<file path="config.mk">
export PLATFORM = sky130hd
export DESIGN_NAME = four_list_frame_buffer_pool_top
export DESIGN_NICKNAME = d
export VERILOG_FILES = /design/src/fbp_pkg.sv /design/src/fbp_ram.sv /design/src/fbp_ctrl.sv /design/src/four_list_frame_buffer_pool_top.sv
export SDC_FILE = /design/constraint.sdc
export NUM_CORES = 2
export LEC_CHECK = 0
export BUFFER_PORTS_ARGS = -buffer_cell sky130_fd_sc_hd__clkbuf_2
export CORE_MARGIN = 5
export CORE_UTILIZATION = 54
export CTS_BUF_LIST = sky130_fd_sc_hd__clkbuf_2
export CTS_CLUSTER_SIZE = 14
export DETAILED_ROUTE_END_ITERATION = 8
export GPL_ROUTABILITY_DRIVEN = 1
export HOLD_SLACK_MARGIN = 0.15
export PLACE_DENSITY_LB_ADDON = 0.1
export RECOVER_POWER = 25
export SLEW_MARGIN = 0
export SYNTH_ARGS = -nofsm -noshare
export SYNTH_HDL_FRONTEND = slang
export SYNTH_SLANG_ARGS = --single-unit
</file>
<file path="constraint.sdc">
create_clock -name clock -period 13.3 [get_ports clock]
set_input_delay 0 -clock clock [delete_from_list [all_inputs] [get_ports clock]]
set_output_delay 0 -clock clock [all_outputs]
set_load 0.02 [all_outputs]
</file>
<file path="src/fbp_pkg.sv">
`timescale 1ns / 1ps
package fbp_pkg;

   localparam int MAX_FRAMES = 128;
   localparam int FRAME_W    = $clog2(MAX_FRAMES);
   localparam int COUNT_W    = $clog2(MAX_FRAMES + 1);
   localparam int LIST_W     = 2;
   localparam int OP_W       = 3;

   typedef logic [FRAME_W-1:0] frame_type;
   typedef logic [COUNT_W-1:0] count_type;
   typedef logic [LIST_W-1:0]  list_type;
   typedef logic [OP_W-1:0]    op_type;

   localparam list_type LIST_EMPTY = 2'd0;
   localparam list_type LIST_DEC   = 2'd1;
   localparam list_type LIST_READY = 2'd2;
   localparam list_type LIST_REND  = 2'd3;

   localparam op_type OP_DEC_GET = 3'd0;
   localparam op_type OP_DEC_PUT = 3'd1;
   localparam op_type OP_REN_GET = 3'd2;
   localparam op_type OP_REN_PUT = 3'd3;
   localparam op_type OP_RESET   = 3'd4;

   localparam int POOL_CAP = (MAX_FRAMES < 128) ? MAX_FRAMES : 128;
   localparam logic [7:0] POOL_LIMIT = 8'(POOL_CAP);
   localparam logic [7:0] POOL_RESET = 8'((MAX_FRAMES < 16) ? MAX_FRAMES : 16);

   typedef struct packed {
      logic      status;
      frame_type granted_frame;
      count_type empty_count;
      count_type ready_count;
      count_type decoding_count;
      count_type rendering_count;
   } rsp_type;

endpackage

</file>
<file path="src/fbp_ram.sv">
`timescale 1ns / 1ps
module fbp_ram #(
   parameter int WIDTH  = 8,
   parameter int ADDR_W = 7
) (
   input  logic              clock,
   input  logic              we,
   input  logic [ADDR_W-1:0] waddr,
   input  logic [WIDTH-1:0]  wdata,
   input  logic              re,
   input  logic [ADDR_W-1:0] raddr,
   output logic [WIDTH-1:0]  rdata
);
   logic [WIDTH-1:0] mem [2**ADDR_W];
   logic [WIDTH-1:0] rdata_ff;

   always_ff @(posedge clock) begin
      if (we) begin
         mem[waddr] <= wdata;
      end
      if (re) begin
         rdata_ff <= mem[raddr];
      end
   end

   assign rdata = rdata_ff;
endmodule

</file>
<file path="src/fbp_ctrl.sv">
`timescale 1ns / 1ps
module fbp_ctrl (
   input  logic               clock,
   input  logic               reset,
   input  logic               init_start,
   input  fbp_pkg::count_type pool_size,
   input  logic               req_valid,
   output logic               req_stall,
   input  fbp_pkg::op_type    req_op,
   input  fbp_pkg::frame_type req_frame,
   output logic               rsp_valid,
   input  logic               rsp_stall,
   output fbp_pkg::rsp_type   rsp,
   output logic               idle
);
   localparam logic [2:0] S_INIT   = 3'd0;
   localparam logic [2:0] S_IDLE   = 3'd1;
   localparam logic [2:0] S_DECIDE = 3'd2;
   localparam logic [2:0] S_EVAL   = 3'd3;
   localparam logic [2:0] S_LINK   = 3'd4;
   localparam logic [2:0] S_DONE   = 3'd5;

   logic [2:0] state_ff, state_in;
   fbp_pkg::frame_type init_cnt_ff, init_cnt_in;

   fbp_pkg::frame_type head_ff [4];
   fbp_pkg::frame_type tail_ff [4];
   fbp_pkg::count_type count_ff [4];

   fbp_pkg::op_type    op_ff;
   fbp_pkg::frame_type fr_ff;
   fbp_pkg::frame_type f_ff;
   fbp_pkg::list_type  src_ff, dst_ff;
   logic               check_ff, grant_ff, fail_ff;
   logic               link_ff;
   fbp_pkg::frame_type tail_old_ff;

   logic               rsp_valid_ff;
   fbp_pkg::rsp_type   rsp_ff;

   // memory ports
   logic               next_we, prev_we, memb_we, rd_en;
   fbp_pkg::frame_type next_wa, prev_wa, memb_wa, rd_addr;
   fbp_pkg::frame_type next_wd, prev_wd, next_rd, prev_rd;
   fbp_pkg::list_type  memb_wd, memb_rd;

   // decide stage decode
   fbp_pkg::list_type  d_src, d_dst;
   fbp_pkg::frame_type d_f;
   logic               d_fail, d_none, d_check, d_grant;

   logic take;
   assign take = rsp_valid_ff && !rsp_stall;

   always_comb begin
      d_src   = fbp_pkg::LIST_EMPTY;
      d_dst   = fbp_pkg::LIST_EMPTY;
      d_f     = fr_ff;
      d_fail  = 1'b0;
      d_none  = 1'b0;
      d_check = 1'b0;
      d_grant = 1'b0;
      unique case (op_ff)
         fbp_pkg::OP_DEC_GET: begin
            d_src   = fbp_pkg::LIST_EMPTY;
            d_dst   = fbp_pkg::LIST_DEC;
            d_f     = head_ff[fbp_pkg::LIST_EMPTY];
            d_fail  = (count_ff[fbp_pkg::LIST_EMPTY] == '0);
            d_grant = 1'b1;
         end
         fbp_pkg::OP_DEC_PUT: begin
            d_src   = fbp_pkg::LIST_DEC;
            d_dst   = fbp_pkg::LIST_READY;
            d_fail  = ({1'b0, fr_ff} >= pool_size);
            d_check = 1'b1;
         end
         fbp_pkg::OP_REN_GET: begin
            d_src   = fbp_pkg::LIST_READY;
            d_dst   = fbp_pkg::LIST_REND;
            d_f     = head_ff[fbp_pkg::LIST_READY];
            d_fail  = (count_ff[fbp_pkg::LIST_READY] == '0);
            d_grant = 1'b1;
         end
         fbp_pkg::OP_REN_PUT: begin
            d_src   = fbp_pkg::LIST_REND;
            d_dst   = fbp_pkg::LIST_EMPTY;
            d_fail  = ({1'b0, fr_ff} >= pool_size);
            d_check = 1'b1;
         end
         fbp_pkg::OP_RESET: begin
            // drain order: rendering, then decoding, then ready
            d_dst = fbp_pkg::LIST_EMPTY;
            if (count_ff[fbp_pkg::LIST_REND] != '0) begin
               d_src = fbp_pkg::LIST_REND;
            end else if (count_ff[fbp_pkg::LIST_DEC] != '0) begin
               d_src = fbp_pkg::LIST_DEC;
            end else if (count_ff[fbp_pkg::LIST_READY] != '0) begin
               d_src = fbp_pkg::LIST_READY;
            end else begin
               d_none = 1'b1;
            end
            d_f = head_ff[d_src];
         end
         default: begin
            d_fail = 1'b1;
         end
      endcase
   end

   always_comb begin
      state_in    = state_ff;
      init_cnt_in = init_cnt_ff;
      next_we = 1'b0;
      prev_we = 1'b0;
      memb_we = 1'b0;
      next_wa = init_cnt_ff;
      prev_wa = init_cnt_ff;
      memb_wa = init_cnt_ff;
      next_wd = init_cnt_ff + 1'b1;
      prev_wd = (init_cnt_ff == '0) ? '0 : init_cnt_ff - 1'b1;
      memb_wd = fbp_pkg::LIST_EMPTY;
      rd_en   = 1'b0;
      rd_addr = d_f;
      unique case (state_ff)
         S_INIT: begin
            next_we = 1'b1;
            prev_we = 1'b1;
            memb_we = 1'b1;
            init_cnt_in = init_cnt_ff + 1'b1;
            if (init_cnt_ff == fbp_pkg::frame_type'(fbp_pkg::MAX_FRAMES - 1)) begin
               state_in = S_IDLE;
            end
         end
         S_IDLE: begin
            if (req_valid) begin
               state_in = S_DECIDE;
            end
         end
         S_DECIDE: begin
            if (d_fail || d_none) begin
               state_in = S_DONE;
            end else begin
               rd_en    = 1'b1;
               state_in = S_EVAL;
            end
         end
         S_EVAL: begin
            if (check_ff && memb_rd != src_ff) begin
               state_in = S_DONE;
            end else begin
               // unlink from source, mark new list
               next_we = (head_ff[src_ff] != f_ff);
               next_wa = prev_rd;
               next_wd = next_rd;
               prev_we = (tail_ff[src_ff] != f_ff);
               prev_wa = next_rd;
               prev_wd = prev_rd;
               memb_we = 1'b1;
               memb_wa = f_ff;
               memb_wd = dst_ff;
               state_in = S_LINK;
            end
         end
         S_LINK: begin
            next_we = link_ff;
            next_wa = tail_old_ff;
            next_wd = f_ff;
            prev_we = link_ff;
            prev_wa = f_ff;
            prev_wd = tail_old_ff;
            state_in = (op_ff == fbp_pkg::OP_RESET) ? S_DECIDE : S_DONE;
         end
         S_DONE: begin
            if (!rsp_valid_ff || !rsp_stall) begin
               state_in = S_IDLE;
            end
         end
         default: begin
            state_in = S_INIT;
         end
      endcase
      if (init_start) begin
         state_in    = S_INIT;
         init_cnt_in = '0;
      end
   end

   always_ff @(posedge clock) begin
      if (reset) begin
         state_ff     <= S_INIT;
         init_cnt_ff  <= '0;
         rsp_valid_ff <= 1'b0;
      end else begin
         state_ff    <= state_in;
         init_cnt_ff <= init_cnt_in;
         if (state_ff == S_DONE && (!rsp_valid_ff || !rsp_stall)) begin
            rsp_valid_ff <= 1'b1;
         end else if (take) begin
            rsp_valid_ff <= 1'b0;
         end
      end
   end

   always_ff @(posedge clock) begin
      if (state_ff == S_INIT && !init_start &&
          init_cnt_ff == fbp_pkg::frame_type'(fbp_pkg::MAX_FRAMES - 1)) begin
         for (int i = 0; i < 4; i++) begin
            head_ff[i]  <= '0;
            tail_ff[i]  <= '0;
            count_ff[i] <= '0;
         end
         tail_ff[fbp_pkg::LIST_EMPTY]  <= fbp_pkg::frame_type'(pool_size - 1'b1);
         count_ff[fbp_pkg::LIST_EMPTY] <= pool_size;
      end
      if (state_ff == S_IDLE && req_valid) begin
         op_ff <= req_op;
         fr_ff <= req_frame;
      end
      if (state_ff == S_DECIDE) begin
         f_ff     <= d_f;
         src_ff   <= d_src;
         dst_ff   <= d_dst;
         check_ff <= d_check;
         grant_ff <= d_grant;
         fail_ff  <= d_fail;
      end
      if (state_ff == S_EVAL) begin
         if (check_ff && memb_rd != src_ff) begin
            fail_ff <= 1'b1;
         end else begin
            if (head_ff[src_ff] == f_ff) begin
               head_ff[src_ff] <= next_rd;
            end
            if (tail_ff[src_ff] == f_ff) begin
               tail_ff[src_ff] <= prev_rd;
            end
            count_ff[src_ff] <= count_ff[src_ff] - 1'b1;
            if (count_ff[dst_ff] == '0) begin
               head_ff[dst_ff] <= f_ff;
            end
            tail_ff[dst_ff]  <= f_ff;
            count_ff[dst_ff] <= count_ff[dst_ff] + 1'b1;
            link_ff     <= (count_ff[dst_ff] != '0);
            tail_old_ff <= tail_ff[dst_ff];
         end
      end
      if (state_ff == S_DONE && (!rsp_valid_ff || !rsp_stall)) begin
         rsp_ff.status          <= fail_ff;
         rsp_ff.granted_frame   <= (grant_ff && !fail_ff) ? f_ff : '0;
         rsp_ff.empty_count     <= count_ff[fbp_pkg::LIST_EMPTY];
         rsp_ff.ready_count     <= count_ff[fbp_pkg::LIST_READY];
         rsp_ff.decoding_count  <= count_ff[fbp_pkg::LIST_DEC];
         rsp_ff.rendering_count <= count_ff[fbp_pkg::LIST_REND];
      end
   end

   fbp_ram #(.WIDTH(fbp_pkg::FRAME_W), .ADDR_W(fbp_pkg::FRAME_W)) u_next (
      .clock(clock), .we(next_we), .waddr(next_wa), .wdata(next_wd),
      .re(rd_en), .raddr(rd_addr), .rdata(next_rd)
   );
   fbp_ram #(.WIDTH(fbp_pkg::FRAME_W), .ADDR_W(fbp_pkg::FRAME_W)) u_prev (
      .clock(clock), .we(prev_we), .waddr(prev_wa), .wdata(prev_wd),
      .re(rd_en), .raddr(rd_addr), .rdata(prev_rd)
   );
   fbp_ram #(.WIDTH(fbp_pkg::LIST_W), .ADDR_W(fbp_pkg::FRAME_W)) u_memb (
      .clock(clock), .we(memb_we), .waddr(memb_wa), .wdata(memb_wd),
      .re(rd_en), .raddr(rd_addr), .rdata(memb_rd)
   );

   assign req_stall = (state_ff != S_IDLE);
   assign rsp_valid = rsp_valid_ff;
   assign rsp       = rsp_ff;
   assign idle      = (state_ff == S_IDLE);

   logic [fbp_pkg::COUNT_W+1:0] count_sum;
   assign count_sum = {2'b0, count_ff[0]} + {2'b0, count_ff[1]} +
                      {2'b0, count_ff[2]} + {2'b0, count_ff[3]};

   a_conserve: assert property (@(posedge clock) disable iff (reset)
      (state_ff == S_IDLE && !init_start) |-> (count_sum == {2'b0, pool_size}))
      else $error("list counts do not add up to the pool size");

   a_fail_grant: assert property (@(posedge clock) disable iff (reset)
      (rsp_valid_ff && rsp_ff.status) |-> (rsp_ff.granted_frame == '0))
      else $error("failed item reports a granted frame");

   a_accept: assert property (@(posedge clock) disable iff (reset)
      (req_valid && !req_stall && !init_start) |=> (state_ff == S_DECIDE))
      else $error("accepted item not decoded");
endmodule

</file>
<file path="src/four_list_frame_buffer_pool_top.sv">
`timescale 1ns / 1ps
// Frame buffer pool with four ordered lists (empty, decoding, ready, rendering)
// kept as doubly linked lists in link memories with one read and one write port.
// A get or put runs from accept to result through decide, memory read, unlink
// and append, and a failing item skips the steps after its check; a new item
// is accepted only once the last one is through. The reset opcode moves the
// frames back one at a time. After reset and after every pool_size write, a
// pass over all link memory entries rebuilds the link memories, during
// which no item is accepted; an item is also held off while csr_valid is high.
// Results wait in an output register, so the next item can be accepted while
// one is stalled.
module four_list_frame_buffer_pool_top (
   input  logic       clock,
   input  logic       reset,
   input  logic       csr_valid,
   output logic       csr_ready,
   input  logic [7:0] csr_pool_size,
   input  logic       req_valid,
   output logic       req_stall,
   input  logic [2:0] req_opcode,
   input  logic [6:0] req_frame_index,
   output logic       rsp_valid,
   input  logic       rsp_stall,
   output logic       rsp_status,
   output logic [6:0] rsp_granted_frame,
   output logic [7:0] rsp_empty_count,
   output logic [7:0] rsp_ready_count,
   output logic [7:0] rsp_decoding_count,
   output logic [7:0] rsp_rendering_count
);
   logic [7:0] pool_ff, pool_in;
   logic       csr_we, idle, ctrl_stall;
   fbp_pkg::rsp_type rsp;

   assign csr_we = csr_valid && csr_ready;

   always_comb begin
      pool_in = csr_pool_size;
      if (pool_in == 8'd0) begin
         pool_in = 8'd1;
      end else if (pool_in > fbp_pkg::POOL_LIMIT) begin
         pool_in = fbp_pkg::POOL_LIMIT;
      end
   end

   always_ff @(posedge clock) begin
      if (reset) begin
         pool_ff <= fbp_pkg::POOL_RESET;
      end else if (csr_we) begin
         pool_ff <= pool_in;
      end
   end

   assign csr_ready = idle;
   // a pool size write wins over an item offered in the same cycle
   assign req_stall = ctrl_stall || csr_valid;

   fbp_ctrl u_ctrl (
      .clock(clock),
      .reset(reset),
      .init_start(csr_we),
      .pool_size(fbp_pkg::count_type'(pool_ff)),
      .req_valid(req_valid),
      .req_stall(ctrl_stall),
      .req_op(req_opcode),
      .req_frame(req_frame_index),
      .rsp_valid(rsp_valid),
      .rsp_stall(rsp_stall),
      .rsp(rsp),
      .idle(idle)
   );

   assign rsp_status          = rsp.status;
   assign rsp_granted_frame   = rsp.granted_frame;
   assign rsp_empty_count     = rsp.empty_count;
   assign rsp_ready_count     = rsp.ready_count;
   assign rsp_decoding_count  = rsp.decoding_count;
   assign rsp_rendering_count = rsp.rendering_count;
endmodule

</file>
==> summary by stage <==
Outcome
The run finished, with violations left. The final reports fail on max-capacitance violations, max-slew violations.

Logic synthesis
The post-synthesis sequential area ratio is between 70% and 80%. The biggest area contributor in the post-synthesis netlist is sky130_fd_sc_hd__edfxtp_1. The flip-flop and latch count after synthesis is 2246.

The number of enable flip-flop cells after synthesis is 2222. The Yosys step of the flow raised 0 warnings. The summed instance area of the synthesized netlist is around 90000 µm². The synthesized net count is between 5000 and 6000. In the post-synthesis netlist, the biggest area contributors are sky130_fd_sc_hd__edfxtp_1 (74%), sky130_fd_sc_hd__mux4_2 (11%), sky130_fd_sc_hd__nand2_1 (2.3%), sky130_fd_sc_hd__a22oi_1 (2.1%), sky130_fd_sc_hd__nor2_1 (2.1%). After synthesis, the netlist uses 79 different library cells. In the synthesized netlist the dominant register cell turns out to be sky130_fd_sc_hd__edfxtp_1.

After synthesis, the largest area contributor takes up 73.8% of total cell area. The most frequently used cell type in the post-synthesis netlist is sky130_fd_sc_hd__edfxtp_1. The number of instances in the synthesized netlist is 5157. The async set or reset register ratio after synthesis is 0%. The commonest cells after synthesis are sky130_fd_sc_hd__edfxtp_1 (2222), sky130_fd_sc_hd__nand2_1 (545), sky130_fd_sc_hd__nor2_1 (514), sky130_fd_sc_hd__mux4_2 (458), sky130_fd_sc_hd__a22oi_1 (257).

The mean cell area of the mapped netlist is 17.5 µm².

Clocking
The number of H-tree branching levels is 6. The number of clock buffers added by TritonCTS is 583. The clock root buffer is sky130_fd_sc_hd__clkbuf_2. The clock drives around 2200 sinks. The clock insertion delay at the later pin of the skew report is between 1.5 and 2 ns. The clock-pin slew on the worst setup and hold paths is 0.11 ns.

The clock tree from TritonCTS is done. No sink is reached through more buffers than the 4 on the longest clock path.

Routing
The post-route DRC violation count is 0. The per-cell routed wire length is 28.8 µm. The DRC violation total after the first TritonRoute iteration is 6139.

The routed design has 239 mm of wire. Once detail routing completed, the nets flagged for antenna violations numbered 0. The first detailed-routing pass ran for 6 iterations. The ratio of routed vias to standard cells is 6.23.

The total number of vias is ~52000.

Critical path
In this run the worst path has a maximum fanout of 99. The kind of critical path is flip-flop to flip-flop. The startpoint identified for the worst register-to-register timing path is u_ctrl.src_ff[1]. The worst setup path is captured at a flip-flop.

The worst setup path is launched from a flip-flop. At the worst endpoint, the arrival time is 10.50 ns. At the worst endpoint, the required time is 14.66 ns. The worst setup path startpoint is u_ctrl.src_ff[1].

GRT
The global-route wire length before repair is 350 mm. In the global route stage, met1 resource usage came out at approximately two fifths. The most utilized layer in the global route result is met2. Entering global routing, the biggest net connects 135 pins. The number of antenna violations at the first check in global routing came to 10. The met2 track demand over resource in global routing is 41.3%. The overall track demand over capacity in global routing is 27.3%. The routing usage on met3 is roughly 6.7%.

Summed over all layers, the global routing overflow is 0. The via count of the first global-routing pass is 52334.

Pwr
The power density normalized to cell area is 130 nW/µm². The share of total power dissipated in sequential elements is 61.8%. Of the total power, the clock network draws 35.4%. The internal portion of total power is 9.77 mW. In this run switching power makes up 23.7% of total power. The completed layout was analyzed and its total power is around 13 mW. Of the total power, combinational logic draws 2.7%. The worst-case vdd ir drop is 0.0000945 V. For this design the static power due to leakage is 31.7 nW.

The switching component of the power is 3.03 mW.

Finish
The share of post-route cells with drive strength above 1 is 24.3%. The final-stage net count is 5744. The synthesis-to-finish area growth is 9.09%.

Measured on the finished design, the core utilization comes to 59.2%.

Timing
The share of the cycle needed by the critical path after routing is a little under 70%. Setup total negative slack on the finished layout was measured at 0 ns. Setup repair after global routing left no endpoint under its margin.

The hold violation count in the final report was 0. The maximum frequency from static timing analysis is 0.109 GHz. For the final database, setup skew stands at 0.143 ns. Setup violations remaining at the end of the flow were counted as 0. The final number of max-transition violations was 1131. The slew at the pin closest to its max-slew limit is approximately 4.5 ns.

The final critical delay including setup and external delays is 9.14 ns. The worst relative slew slack is -200%. The setup slack of the critical path after layout is ~4.2 ns.

Place
The count of port buffers added during placement is 65. Before CTS, the worst setup slack after placement is between 6 and 7 ns. Detailed placement ended at an HPWL of 143 mm. The placer's final routability congestion estimate is slightly below 0.9.

Floorplanning
The die area is ~180000 µm². The chip width is 419 µm. Once the floorplan was initialized, standard cells occupied a little over half of the core.

The die outline height is 419 µm. The number of ports placed on the die boundary is between 60 and 70. The floorplan has 150 rows. The core area is about 170000 µm².

Min path
The startpoint identified for the worst hold timing path is csr_pool_size[6]. In this run the worst hold path is classified as input pin to flip-flop.

Flow run
The tool flagged a number of max-cap violations equal to 25.
worst paths after layout:
check	to	slack, ns	cells after the start
max	u_ctrl.u_prev.mem[74][1]	4.16	8
max reg2reg	u_ctrl.u_prev.mem[74][1]	4.16	8
min reg2reg	u_ctrl.rsp[4]	0.51	0
min	pool_ff[5]	0.45	9
routing by layer:
metal / up-vias / wire, µm
met5: - / 13
met4: 2 / 7800
met3: 408 / 22100
met2: 2563 / 110000
met1: 26540 / 98700
li1: 22064 / -
stage by stage:
stage	cell area (µm²)	std cells	hold slack, ns
2_1_floorplan	90500	5157	0.0691
3_3_place_gp	93200	7234	0.188
3_5_place_dp	93200	7235	0.185
4_1_cts	98900	8280	0.155
5_1_grt	98700	8282	0.356
6_report	98700	8285	0.451
sequential cells by signal, summed over array words and instances, names as in the netlist, 7 cells and up, named ones only:
register / flops
u_ctrl.u_next.mem: 896
u_ctrl.u_prev.mem: 896
u_ctrl.u_memb.mem: 256
u_ctrl.rsp: 40
u_ctrl.count_ff: 32
u_ctrl.head_ff: 28
u_ctrl.tail_ff: 28
pool_ff: 8
u_ctrl.f_ff: 7
u_ctrl.fr_ff: 7
u_ctrl.init_cnt_ff: 7
u_ctrl.tail_old_ff: 7
u_ctrl.u_next.rdata: 7
u_ctrl.u_prev.rdata: 7
critical path, cell delays in order, from the launching register on:
cell                       delay [ns]
sky130_fd_sc_hd__edfxtp_1        0.55
sky130_fd_sc_hd__xor2_1          0.21
sky130_fd_sc_hd__o21ai_0         1.18
sky130_fd_sc_hd__nand2b_2        0.18
sky130_fd_sc_hd__inv_1           0.13
sky130_fd_sc_hd__clkbuf_1        2.72
sky130_fd_sc_hd__a22oi_1         0.78
sky130_fd_sc_hd__o21ai_0         1.66
sky130_fd_sc_hd__buf_4           1.09
cell type report:
type / count / area (µm²)
Antenna cell: 5 / 12.5
Fill cell: 12843 / 68200
Multi-Input combinational cell: 2586 / 21800
Sequential cell: 2246 / 67200
Tap cell: 2204 / 2760
Timing Repair Buffer: 262 / 1930
Inverter: 28 / 124
Clock buffer: 825 / 4130
Clock inverter: 129 / 743
layout by cell type (no fill, tap or decap), types with 14 or more instances in the layout:
cell type                       netlist  routed
sky130_fd_sc_hd__o211ai_1            18      18
sky130_fd_sc_hd__dfxtp_1             24      24
sky130_fd_sc_hd__inv_1               23      24
sky130_fd_sc_hd__nand3_1            202     202
sky130_fd_sc_hd__a311oi_1            15      15
sky130_fd_sc_hd__clkinv_2             0      18
sky130_fd_sc_hd__clkinv_1             0      91
sky130_fd_sc_hd__clkbuf_1           150      70
sky130_fd_sc_hd__a41oi_1             16      16
sky130_fd_sc_hd__nand2_1            545     543
sky130_fd_sc_hd__and3_1              34      34
sky130_fd_sc_hd__a22oi_1            257     257
sky130_fd_sc_hd__ha_1                14      14
sky130_fd_sc_hd__xor2_1              16      16
sky130_fd_sc_hd__dlygate4sd3_1        0      91
sky130_fd_sc_hd__or4b_1              14      14
sky130_fd_sc_hd__a21oi_1            112     112
sky130_fd_sc_hd__o22ai_1             30      30
sky130_fd_sc_hd__mux4_2             458     458
sky130_fd_sc_hd__nor3_1              22      17
sky130_fd_sc_hd__clkbuf_2             0     840
sky130_fd_sc_hd__a31oi_1             29      29
sky130_fd_sc_hd__buf_4               28      82
sky130_fd_sc_hd__o21ai_0             47      48
sky130_fd_sc_hd__xnor2_1             37      37
sky130_fd_sc_hd__edfxtp_1          2222    2222
sky130_fd_sc_hd__nor2_1             514     501
sky130_fd_sc_hd__nand4_1             20      20
timing repair:
action                                 in CTS  in global routing
hold buffers                               91                  0
gates resized for setup                     0                  0
endpoints found under the hold margin      79                  0
buffers inserted                            0                  0
kinds of logic (layout without fill, tap and decap cells):
family | count (synthesis) | after routing | synth area share, %
other cells | 0 | 5 | 0
compound gates | 619 | 619 | 4.79
buf+inv | 325 | 1244 | 1.81
xor+xnor | 53 | 53 | 0.513
fa+ha+maj | 14 | 14 | 0.194
simple gates | 1433 | 1433 | 6.91
flops | 2246 | 2246 | 74.3
mux | 467 | 467 | 11.5
power by group through the flow:
stage	logic [mW]	clock network (mW)	registers, mW
final	0.349	4.54	7.92
after global routing	0.373	5.04	7.92
after CTS	0.358	4.65	7.91
after detailed placement	0.342	0	8.07
after global placement	0.329	0	8.07
after floorplan	0.153	0	8.13
Power figures use the tool's default switching activity.
